--- config.mk ---
export PLATFORM = sky130hd
export DESIGN_NAME = packet_receive_deframer_flat
export DESIGN_NICKNAME = d
export VERILOG_FILES = /design/src/prd_pkg.sv /design/src/prd_if.sv /design/src/prd_cfg.sv /design/src/prd_core.sv /design/src/prd_obuf.sv /design/src/packet_receive_deframer.sv /design/src/flat_wrapper.sv
export SDC_FILE = /design/constraint.sdc
export NUM_CORES = 1
export LEC_CHECK = 0
export ABC_AREA = 0
export BUFFER_PORTS_ARGS = -buffer_cell sky130_fd_sc_hd__clkbuf_2
export CAP_MARGIN = 10
export CORE_MARGIN = 5
export CORE_UTILIZATION = 35
export CTS_CLUSTER_DIAMETER = 150
export DETAILED_ROUTE_END_ITERATION = 10
export PLACE_DENSITY = 0.63
export SLEW_MARGIN = 20
export SYNTH_ARGS = -nofsm -noshare
export SYNTH_HDL_FRONTEND = slang
export SYNTH_HIERARCHICAL = 1
export SYNTH_SLANG_ARGS = --single-unit
--- constraint.sdc ---
create_clock -name clk -period 3.95 [get_ports clk]
set_input_delay 0.79 -clock clk [delete_from_list [all_inputs] [get_ports clk]]
set_output_delay 0.79 -clock clk [all_outputs]
set_load 0.005 [all_outputs]
--- src/prd_pkg.sv ---
// Package for the length-prefixed packet receive deframer.
// Holds the register indexes, result kind codes and shared types.
// No dependencies; every other file of the block uses it.
package prd_pkg;

  localparam int unsigned CFG_IDX_W = 2;
  localparam int unsigned CFG_DAT_W = 16;

  localparam logic [CFG_IDX_W-1:0] CFG_MAGIC        = 2'd0;
  localparam logic [CFG_IDX_W-1:0] CFG_MAX_LEN      = 2'd1;
  localparam logic [CFG_IDX_W-1:0] CFG_BYTE_TIMEOUT = 2'd2;
  localparam logic [CFG_IDX_W-1:0] CFG_HUNT_TIMEOUT = 2'd3;

  localparam logic [7:0]  MAGIC_RESET   = 8'd37;
  localparam logic [15:0] MAX_LEN_RESET = 16'd0;
  localparam logic [15:0] TIMEOUT_RESET = 16'd1000;

  localparam logic ACT_BYTE = 1'b0;
  localparam logic ACT_TICK = 1'b1;

  localparam logic [1:0] KIND_HEADER  = 2'd0;
  localparam logic [1:0] KIND_BODY    = 2'd1;
  localparam logic [1:0] KIND_TIMEOUT = 2'd2;
  localparam logic [1:0] KIND_LEN_ERR = 2'd3;

  typedef struct packed {
    logic [7:0]  magic_byte;
    logic [15:0] max_len;
    logic [15:0] byte_timeout_ticks;
    logic [15:0] hunt_timeout_ticks;
  } cfg_t;

  typedef struct packed {
    logic [1:0]  kind;
    logic [7:0]  command;
    logic [15:0] length;
    logic [7:0]  data_byte;
    logic        ack_req;
    logic        last;
  } result_t;

endpackage

--- src/prd_if.sv ---
// Handshake channel interfaces of the deframer: received events,
// results and configuration writes. Depends on prd_pkg for widths.
interface prd_in_if;
  logic       valid;
  logic       ready;
  logic       action;
  logic [7:0] rx_byte;
  modport source (output valid, action, rx_byte, input ready);
  modport sink (input valid, action, rx_byte, output ready);
endinterface

interface prd_out_if;
  logic        valid;
  logic        ready;
  logic [1:0]  kind;
  logic [7:0]  command;
  logic [15:0] length;
  logic [7:0]  data_byte;
  logic        ack_req;
  logic        last;
  modport source (output valid, kind, command, length, data_byte, ack_req, last,
                  input ready);
  modport sink (input valid, kind, command, length, data_byte, ack_req, last,
                output ready);
endinterface

interface prd_cfg_if;
  logic                           valid;
  logic                           ready;
  logic [prd_pkg::CFG_IDX_W-1:0]  index;
  logic [prd_pkg::CFG_DAT_W-1:0]  data;
  modport source (output valid, index, data, input ready);
  modport sink (input valid, index, data, output ready);
endinterface

--- src/prd_cfg.sv ---
// Configuration register file of the deframer.
// Depends on prd_pkg and the prd_cfg_if interface.
module prd_cfg (
  input  logic           clk,
  input  logic           rst,
  prd_cfg_if.sink        cfg,
  output prd_pkg::cfg_t  regs
);

  assign cfg.ready = 1'b1;

  always_ff @(posedge clk) begin
    if (rst) begin
      regs.magic_byte         <= prd_pkg::MAGIC_RESET;
      regs.max_len            <= prd_pkg::MAX_LEN_RESET;
      regs.byte_timeout_ticks <= prd_pkg::TIMEOUT_RESET;
      regs.hunt_timeout_ticks <= prd_pkg::TIMEOUT_RESET;
    end else if (cfg.valid) begin
      unique case (cfg.index)
        prd_pkg::CFG_MAGIC:        regs.magic_byte         <= cfg.data[7:0];
        prd_pkg::CFG_MAX_LEN:      regs.max_len            <= cfg.data;
        prd_pkg::CFG_BYTE_TIMEOUT: regs.byte_timeout_ticks <= cfg.data;
        prd_pkg::CFG_HUNT_TIMEOUT: regs.hunt_timeout_ticks <= cfg.data;
        default: ;
      endcase
    end
  end

endmodule

--- src/prd_core.sv ---
// Framing state and next-state logic of the deframer.
// Depends on prd_pkg; produces at most one result per accepted event.
module prd_core #(
  parameter int unsigned BLOCK_BYTES = 256
) (
  input  logic              clk,
  input  logic              rst,
  input  logic              accept,
  input  logic              action,
  input  logic [7:0]        rx_byte,
  input  prd_pkg::cfg_t     regs,
  output logic              res_valid,
  output prd_pkg::result_t  res
);

  localparam int unsigned FILL_W = $clog2(BLOCK_BYTES + 1);
  localparam logic [FILL_W-1:0] FILL_FULL = FILL_W'(BLOCK_BYTES);

  localparam logic [2:0] PH_HUNT = 3'd0;
  localparam logic [2:0] PH_CMD  = 3'd1;
  localparam logic [2:0] PH_LLO  = 3'd2;
  localparam logic [2:0] PH_LHI  = 3'd3;
  localparam logic [2:0] PH_BODY = 3'd4;

  logic [2:0]        phase, phase_next;
  logic [7:0]        held_command, held_command_next;
  logic [7:0]        low_length_byte, low_length_byte_next;
  logic [15:0]       held_length, held_length_next;
  logic [15:0]       bytes_remaining, bytes_remaining_next;
  logic [FILL_W-1:0] block_fill, block_fill_next;
  logic [15:0]       idle_ticks, idle_ticks_next;

  logic        hunting;
  logic [15:0] idle_inc;
  logic [15:0] limit;
  logic [15:0] new_length;
  logic [15:0] rem_dec;
  logic [FILL_W-1:0] fill_inc;

  assign hunting    = !(phase == PH_CMD || phase == PH_LLO || phase == PH_LHI ||
                        phase == PH_BODY);
  assign idle_inc   = (idle_ticks == 16'hFFFF) ? idle_ticks : idle_ticks + 16'd1;
  assign limit      = hunting ? regs.hunt_timeout_ticks : regs.byte_timeout_ticks;
  assign new_length = {rx_byte, low_length_byte};
  assign rem_dec    = (bytes_remaining != 16'd0) ? bytes_remaining - 16'd1 : 16'd0;
  assign fill_inc   = block_fill + FILL_W'(1);

  always_comb begin
    phase_next           = phase;
    held_command_next    = held_command;
    low_length_byte_next = low_length_byte;
    held_length_next     = held_length;
    bytes_remaining_next = bytes_remaining;
    block_fill_next      = block_fill;
    idle_ticks_next      = idle_ticks;
    res_valid            = 1'b0;
    res                  = '0;

    if (action == prd_pkg::ACT_TICK) begin
      if (idle_inc >= limit) begin
        res_valid       = 1'b1;
        res.kind        = prd_pkg::KIND_TIMEOUT;
        res.command     = hunting ? 8'd0 : held_command;
        res.length      = hunting ? 16'd0 : held_length;
        res.last        = 1'b1;
        idle_ticks_next = 16'd0;
        phase_next      = PH_HUNT;
      end else begin
        idle_ticks_next = idle_inc;
      end
    end else begin
      idle_ticks_next = 16'd0;
      if (hunting) begin
        phase_next = PH_HUNT;
        if (rx_byte == regs.magic_byte) begin
          held_command_next    = 8'd0;
          low_length_byte_next = 8'd0;
          held_length_next     = 16'd0;
          bytes_remaining_next = 16'd0;
          block_fill_next      = '0;
          phase_next           = PH_CMD;
        end
      end else begin
        unique case (phase)
          PH_CMD: begin
            held_command_next = rx_byte;
            phase_next        = PH_LLO;
          end
          PH_LLO: begin
            low_length_byte_next = rx_byte;
            phase_next           = PH_LHI;
          end
          PH_LHI: begin
            held_length_next = new_length;
            res_valid        = 1'b1;
            res.command      = held_command;
            res.length       = new_length;
            res.ack_req      = 1'b1;
            if (regs.max_len != 16'd0 && new_length > regs.max_len) begin
              res.kind   = prd_pkg::KIND_LEN_ERR;
              res.last   = 1'b1;
              phase_next = PH_HUNT;
            end else begin
              res.kind             = prd_pkg::KIND_HEADER;
              bytes_remaining_next = new_length;
              block_fill_next      = '0;
              res.last             = (new_length == 16'd0);
              phase_next           = (new_length == 16'd0) ? PH_HUNT : PH_BODY;
            end
          end
          default: begin
            // Body byte: an acknowledgement closes each full block and the packet.
            res_valid            = 1'b1;
            res.kind             = prd_pkg::KIND_BODY;
            res.command          = held_command;
            res.length           = held_length;
            res.data_byte        = rx_byte;
            bytes_remaining_next = rem_dec;
            if (fill_inc >= FILL_FULL || rem_dec == 16'd0) begin
              res.ack_req     = 1'b1;
              block_fill_next = '0;
            end else begin
              block_fill_next = fill_inc;
            end
            if (rem_dec == 16'd0) begin
              res.last   = 1'b1;
              phase_next = PH_HUNT;
            end
          end
        endcase
      end
    end
  end

  always_ff @(posedge clk) begin
    if (rst) begin
      phase           <= PH_HUNT;
      held_command    <= 8'd0;
      low_length_byte <= 8'd0;
      held_length     <= 16'd0;
      bytes_remaining <= 16'd0;
      block_fill      <= '0;
      idle_ticks      <= 16'd0;
    end else if (accept) begin
      phase           <= phase_next;
      held_command    <= held_command_next;
      low_length_byte <= low_length_byte_next;
      held_length     <= held_length_next;
      bytes_remaining <= bytes_remaining_next;
      block_fill      <= block_fill_next;
      idle_ticks      <= idle_ticks_next;
    end
  end

endmodule

--- src/prd_obuf.sv ---
// Result register of the deframer, driving the result channel.
// Depends on prd_pkg and the prd_out_if interface.
module prd_obuf (
  input  logic              clk,
  input  logic              rst,
  input  logic              load,
  input  prd_pkg::result_t  res,
  output logic              can_take,
  prd_out_if.source         res_out
);

  logic             valid;
  prd_pkg::result_t data;

  assign can_take = !valid || res_out.ready;

  always_ff @(posedge clk) begin
    if (rst) begin
      valid <= 1'b0;
    end else if (can_take) begin
      valid <= load;
    end
  end

  always_ff @(posedge clk) begin
    if (can_take && load) begin
      data <= res;
    end
  end

  assign res_out.valid     = valid;
  assign res_out.kind      = data.kind;
  assign res_out.command   = data.command;
  assign res_out.length    = data.length;
  assign res_out.data_byte = data.data_byte;
  assign res_out.ack_req   = data.ack_req;
  assign res_out.last      = data.last;

endmodule

--- src/packet_receive_deframer.sv ---
// Top level of the length-prefixed packet receive deframer.
// Depends on prd_pkg, the channel interfaces, prd_cfg, prd_core and prd_obuf.
//
// The deframer takes one event per transfer on rx_in, either a received byte
// or a time tick, and accepts a new event in every clock cycle as long as the
// result register is empty or its result is being taken in the same cycle.
// The framing state is updated at the transfer, and the result that the event
// causes, if any, is presented on res_out in the following cycle from the
// single result register, which lets the block take one event per cycle. While
// hunting, bytes are dropped until the magic byte arrives; then a command
// byte and a little-endian 16-bit length follow. The header result requests
// an acknowledgement, a body longer than a nonzero max_len gives a length
// error instead, and body bytes are passed through with an acknowledgement
// request after each full block of BLOCK_BYTES bytes and after the final
// byte. Too many ticks without a byte give a timeout result and return the
// block to hunting. Configuration writes on cfg are always taken and should
// be made only while the block is idle.
module packet_receive_deframer #(
  parameter int unsigned BLOCK_BYTES = 256
) (
  input  logic        clk,
  input  logic        rst,
  prd_in_if.sink      rx_in,
  prd_out_if.source   res_out,
  prd_cfg_if.sink     cfg
);

  prd_pkg::cfg_t    regs;
  prd_pkg::result_t res;
  logic             res_valid;
  logic             can_take;
  logic             accept;

  // An event is taken only when its result, if any, has a place to go.
  assign rx_in.ready = can_take;
  assign accept      = rx_in.valid && can_take;

  prd_cfg u_cfg (
    .clk  (clk),
    .rst  (rst),
    .cfg  (cfg),
    .regs (regs)
  );

  prd_core #(
    .BLOCK_BYTES (BLOCK_BYTES)
  ) u_core (
    .clk       (clk),
    .rst       (rst),
    .accept    (accept),
    .action    (rx_in.action),
    .rx_byte   (rx_in.rx_byte),
    .regs      (regs),
    .res_valid (res_valid),
    .res       (res)
  );

  prd_obuf u_obuf (
    .clk      (clk),
    .rst      (rst),
    .load     (accept && res_valid),
    .res      (res),
    .can_take (can_take),
    .res_out  (res_out)
  );

endmodule

--- src/flat_wrapper.sv ---
// flat-port wrapper written by rule: the top's interface ports become plain ports
module packet_receive_deframer_flat 
#(
  parameter int unsigned BLOCK_BYTES = 256
)
  (clk, rst, rx_in_valid, rx_in_action, rx_in_rx_byte, rx_in_ready, res_out_valid, res_out_kind, res_out_command, res_out_length, res_out_data_byte, res_out_ack_req, res_out_last, res_out_ready, cfg_valid, cfg_index, cfg_data, cfg_ready);
  prd_in_if rx_in_i ();
  prd_out_if res_out_i ();
  prd_cfg_if cfg_i ();
  input  logic clk;
  input  logic rst;
  input wire logic [$bits(rx_in_i.valid)-1:0] rx_in_valid;
  input wire logic [$bits(rx_in_i.action)-1:0] rx_in_action;
  input wire logic [$bits(rx_in_i.rx_byte)-1:0] rx_in_rx_byte;
  output wire logic [$bits(rx_in_i.ready)-1:0] rx_in_ready;
  output wire logic [$bits(res_out_i.valid)-1:0] res_out_valid;
  output wire logic [$bits(res_out_i.kind)-1:0] res_out_kind;
  output wire logic [$bits(res_out_i.command)-1:0] res_out_command;
  output wire logic [$bits(res_out_i.length)-1:0] res_out_length;
  output wire logic [$bits(res_out_i.data_byte)-1:0] res_out_data_byte;
  output wire logic [$bits(res_out_i.ack_req)-1:0] res_out_ack_req;
  output wire logic [$bits(res_out_i.last)-1:0] res_out_last;
  input wire logic [$bits(res_out_i.ready)-1:0] res_out_ready;
  input wire logic [$bits(cfg_i.valid)-1:0] cfg_valid;
  input wire logic [$bits(cfg_i.index)-1:0] cfg_index;
  input wire logic [$bits(cfg_i.data)-1:0] cfg_data;
  output wire logic [$bits(cfg_i.ready)-1:0] cfg_ready;
  assign rx_in_i.valid = rx_in_valid;
  assign rx_in_i.action = rx_in_action;
  assign rx_in_i.rx_byte = rx_in_rx_byte;
  assign rx_in_ready = rx_in_i.ready;
  assign res_out_valid = res_out_i.valid;
  assign res_out_kind = res_out_i.kind;
  assign res_out_command = res_out_i.command;
  assign res_out_length = res_out_i.length;
  assign res_out_data_byte = res_out_i.data_byte;
  assign res_out_ack_req = res_out_i.ack_req;
  assign res_out_last = res_out_i.last;
  assign res_out_i.ready = res_out_ready;
  assign cfg_i.valid = cfg_valid;
  assign cfg_i.index = cfg_index;
  assign cfg_i.data = cfg_data;
  assign cfg_ready = cfg_i.ready;
  packet_receive_deframer #(.BLOCK_BYTES(BLOCK_BYTES)) u_core (.clk(clk), .rst(rst), .rx_in(rx_in_i), .res_out(res_out_i), .cfg(cfg_i));
endmodule
==> metrics <==
outcome completed; Worst path slowest cell a2111o_1; CTS Hold Bufs 0; die height 170 um; input/output buffers 69; die area 28700 um^2; Max VDD drop 0.000239 V; hold crit path type reg -> reg; post-detailed-placement half-perimeter wirelength 16800 um; WL final 23000 um; site row count 58; Ys Warns 6; Iter 0 DRT Violations 455; GPL Wtd Cong 0.921; CP delay by family, top simple AND/OR/NAND/NOR gates; Boundary Pins 71; Post-DRT Antenna Nets 0; power per cell area 354 nW/um^2; Die W 170 um; Hold Vio Cnt, Final 0; Max-cap violations 0; dpl cell area 9710 um^2; CTS H-tree depth 4; flop and latch count out of synthesis 169; number of fill cells 2517; library cells used by synthesis 76; total gr overflow 0; CTS buffer count 17; CP Data Required Time 4.09 ns; cell leakage power 4.11 nW; clock sink total 169; drt via density 5.23; Net Count, Synth 1030; CTS root buffer clkbuf_16; Post-synth ARST share 0%; critical path startpoint category register; number of global-route vias before repair 6913; crit-path max cell delay 0.47 ns; CTS max path bufs 2; fin area 10400 um^2; critical path class reg -> reg; worst-path fanout max 22; Top FF cell, synth dfxtp_1; nets@finish 1106; register area share after synthesis 42.0%; ant diodes 0; crit path time final 3.81 ns; WL/cell 16.7 um; P&R area growth vs syn 16.3%; Worst Path Buf+Inv 1; vias 7221; Final Core Density 41.3%; crit path capture type register; Mapped Cells 962; clk slew on worst S/H paths 0.07 ns; first-pass GRT wire length 36800 um; clock skew 0.0130 ns; Max Freq 262 MHz; Initial Util 35.5%; Slew @ Worst Pin 0.850 ns; Tcrit/Tclk final 96.5%; CTS tree yes; initial antenna violation count 0; GRT Util Overall 15.9%; worst rel slew slack 43.3%; Core ar. 25100 um^2; Mapped Area 8900 um^2; fin. max-slew vios 0; ratio of cells with drive above 1 in the final layout 16.5%; syn_area_per_cell 9.26 um^2; Post-synth EDFFs 36; DR pass1 iterations 5; clock latency on the worst-skew pair 0.43 ns; Data arrival, critical path 3.95 ns; CP Cell Sequence and4_4 -> nand4_1 -> nor3_4 -> nor2b_1 -> nand3_1 -> xnor2_1 -> ha_2 -> o21a_1 -> o211ai_1 -> a2111o_1 -> o21ai_2 -> a21boi_0 -> and3_2 -> and2_4 -> buf_12; largest net degree at the start of global routing 100; Post-route DRC 0; setup violators final 0
-- state kept, by name, summed over array words and instances, names as in the netlist, 2 cells and up --
signal / count
u_core/u_obuf/res_out.command: 8
u_core/u_cfg/regs: 56
u_core/u_obuf/res_out.length: 16
u_core/u_obuf/res_out.data_byte: 8
u_core/u_core/idle_ticks: 16
u_core/u_core/block_fill: 9
u_core/u_core/bytes_remaining: 16
u_core/u_core/held_command: 8
u_core/u_core/held_length: 16
u_core/u_core/low_length_byte: 8
u_core/u_obuf/res_out.kind: 2
u_core/u_core/phase: 3
-- placed cells by master, fill, tap and decap left out, drive strengths merged, types with 36 or more instances in the layout --
cell type / count
nor2: 139
dfxtp: 133
mux2i: 89
clkbuf: 88
nand2b: 63
buf: 44
a21oi: 44
nand2: 43
a22oi: 37
edfxtp: 36
ha: 36
inv: 36
-- worst reg2reg max path, stage by stage, from the launching register on --
cell and delay (ns):
dfxtp_1 0.38, and4_4 0.27, nand4_1 0.24, nor3_4 0.32, nor2b_1 0.15, nand3_1 0.12, xnor2_1 0.08, ha_2 0.33
o21a_1 0.11, o211ai_1 0.08, a2111o_1 0.47, o21ai_2 0.17, a21boi_0 0.17, and3_2 0.24, and2_4 0.21, buf_12 0.18
-- metal layers --
| layer | vias up | part of all wire [%] | track usage [%] |
|---|---|---|---|
| li1 | 3579 | - | - |
| met1 | 3433 | 47 | 21.6 |
| met2 | 184 | 45 | 25.2 |
| met3 | 25 | 5.9 | 3.70 |
| met4 | 0 | 1.8 | 4.76 |
| met5 | - | 0 | 0 |
-- final timing paths --
| path | end | slack [ns] | start | cells after the start |
|---|---|---|---|---|
| setup / recovery | u_core/u_obuf/res_out.length[7] | 0.14 | u_core/u_core/idle_ticks[9] | 15 |
| hold / removal | u_core/u_core/block_fill[1] | 0.48 | u_core/u_core/block_fill[1] | 2 |
| setup reg to reg | u_core/u_obuf/res_out.length[7] | 0.14 | u_core/u_core/idle_ticks[9] | 15 |
| hold reg to reg | u_core/u_core/block_fill[1] | 0.48 | u_core/u_core/block_fill[1] | 2 |
-- through the flow --
step | power (W) | TNS (ns) | setup WS, ns | hold slack, ns | instances
2_1_floorplan | 0.00199 | 0 | 0.0209 | 0.448 | 962
3_3_place_gp | 0.00209 | 0 | 0.225 | 0.461 | 1339
3_5_place_dp | 0.00210 | 0 | 0.0593 | 0.467 | 1339
4_1_cts | 0.00370 | 0 | 0.0275 | 0.480 | 1371
5_1_grt | 0.00381 | -0.383 | -0.0218 | 0.498 | 1381
6_report | 0.00367 | 0 | 0.137 | 0.475 | 1381
-- area by class of cell --
class                   instances  area, um^2  share of cell area [%]
clock buffers                  20         459                    4.43
flip-flops and latches        169        3740                    36.1
clock inverters                12         104                    1.00
well taps                     330         413                    3.99
inverters                      26        97.6                   0.942
multi-input cells             712        4860                    46.9
repair buffers                112         683                    6.59
-- synth_stat cells, types with 3 or more instances --
| cell | count | share of area (%) |
|---|---|---|
| nand3b_1 | 5 | 0.42 |
| nor4_1 | 16 | 1.1 |
| and2_1 | 29 | 2.0 |
| nand2_1 | 43 | 1.8 |
| xor2_1 | 19 | 1.9 |
| nor2_1 | 138 | 5.8 |
| nor2b_1 | 5 | 0.35 |
| nand3_1 | 14 | 0.79 |
| a22oi_1 | 37 | 3.1 |
| and3_1 | 4 | 0.28 |
| nor3b_1 | 5 | 0.42 |
| or4_1 | 4 | 0.34 |
| inv_1 | 26 | 1.1 |
| dfxtp_1 | 133 | 30 |
| a211oi_1 | 12 | 1.0 |
| nor4b_1 | 3 | 0.30 |
| and4_1 | 3 | 0.30 |
| buf_2 | 14 | 0.79 |
| ha_1 | 36 | 5.1 |
| o211ai_1 | 3 | 0.25 |
| o31ai_1 | 4 | 0.34 |
| xnor2_1 | 22 | 2.2 |
| edfxtp_1 | 36 | 12 |
| buf_6 | 3 | 0.38 |
| nand4_1 | 9 | 0.63 |
| nor3_1 | 16 | 0.90 |
| a21oi_1 | 43 | 2.4 |
| or3_1 | 6 | 0.42 |
| mux2i_1 | 89 | 10 |
| o21ai_0 | 25 | 1.4 |
| nand2b_1 | 62 | 4.4 |
| a221oi_1 | 6 | 0.59 |
| clkbuf_1 | 36 | 1.5 |
-- where the power goes --
group | leakage (nW) | switching (W) | internal (W)
registers | 1.42 | 0.0000181 | 0.00179
clock network | 0.285 | 0.000737 | 0.000869
logic | 2.41 | 0.000153 | 0.000103
total | 4.11 | 0.000908 | 0.00276
-- logic make-up (layout without fill, tap and decap cells) --
logic type	count (synthesis)	after routing	synth area share (%)
DFF	169	169	42.0
AOI/OAI and AO/OA	162	162	12.4
and+or+nand+nor	380	381	22.2
adders and majority gates	36	36	5.06
other	1	1	0.0421
xor gates and xnor gates	41	41	4.03
buffers and inverters	82	170	3.96
muxes	91	91	10.3
-- timing repair --
item                                    4_1_cts  5_1_grt
endpoints found under the setup margin        0       50
resized for setup                             0        7
buffers inserted                              0        9
Power figures use the tool's default switching activity.
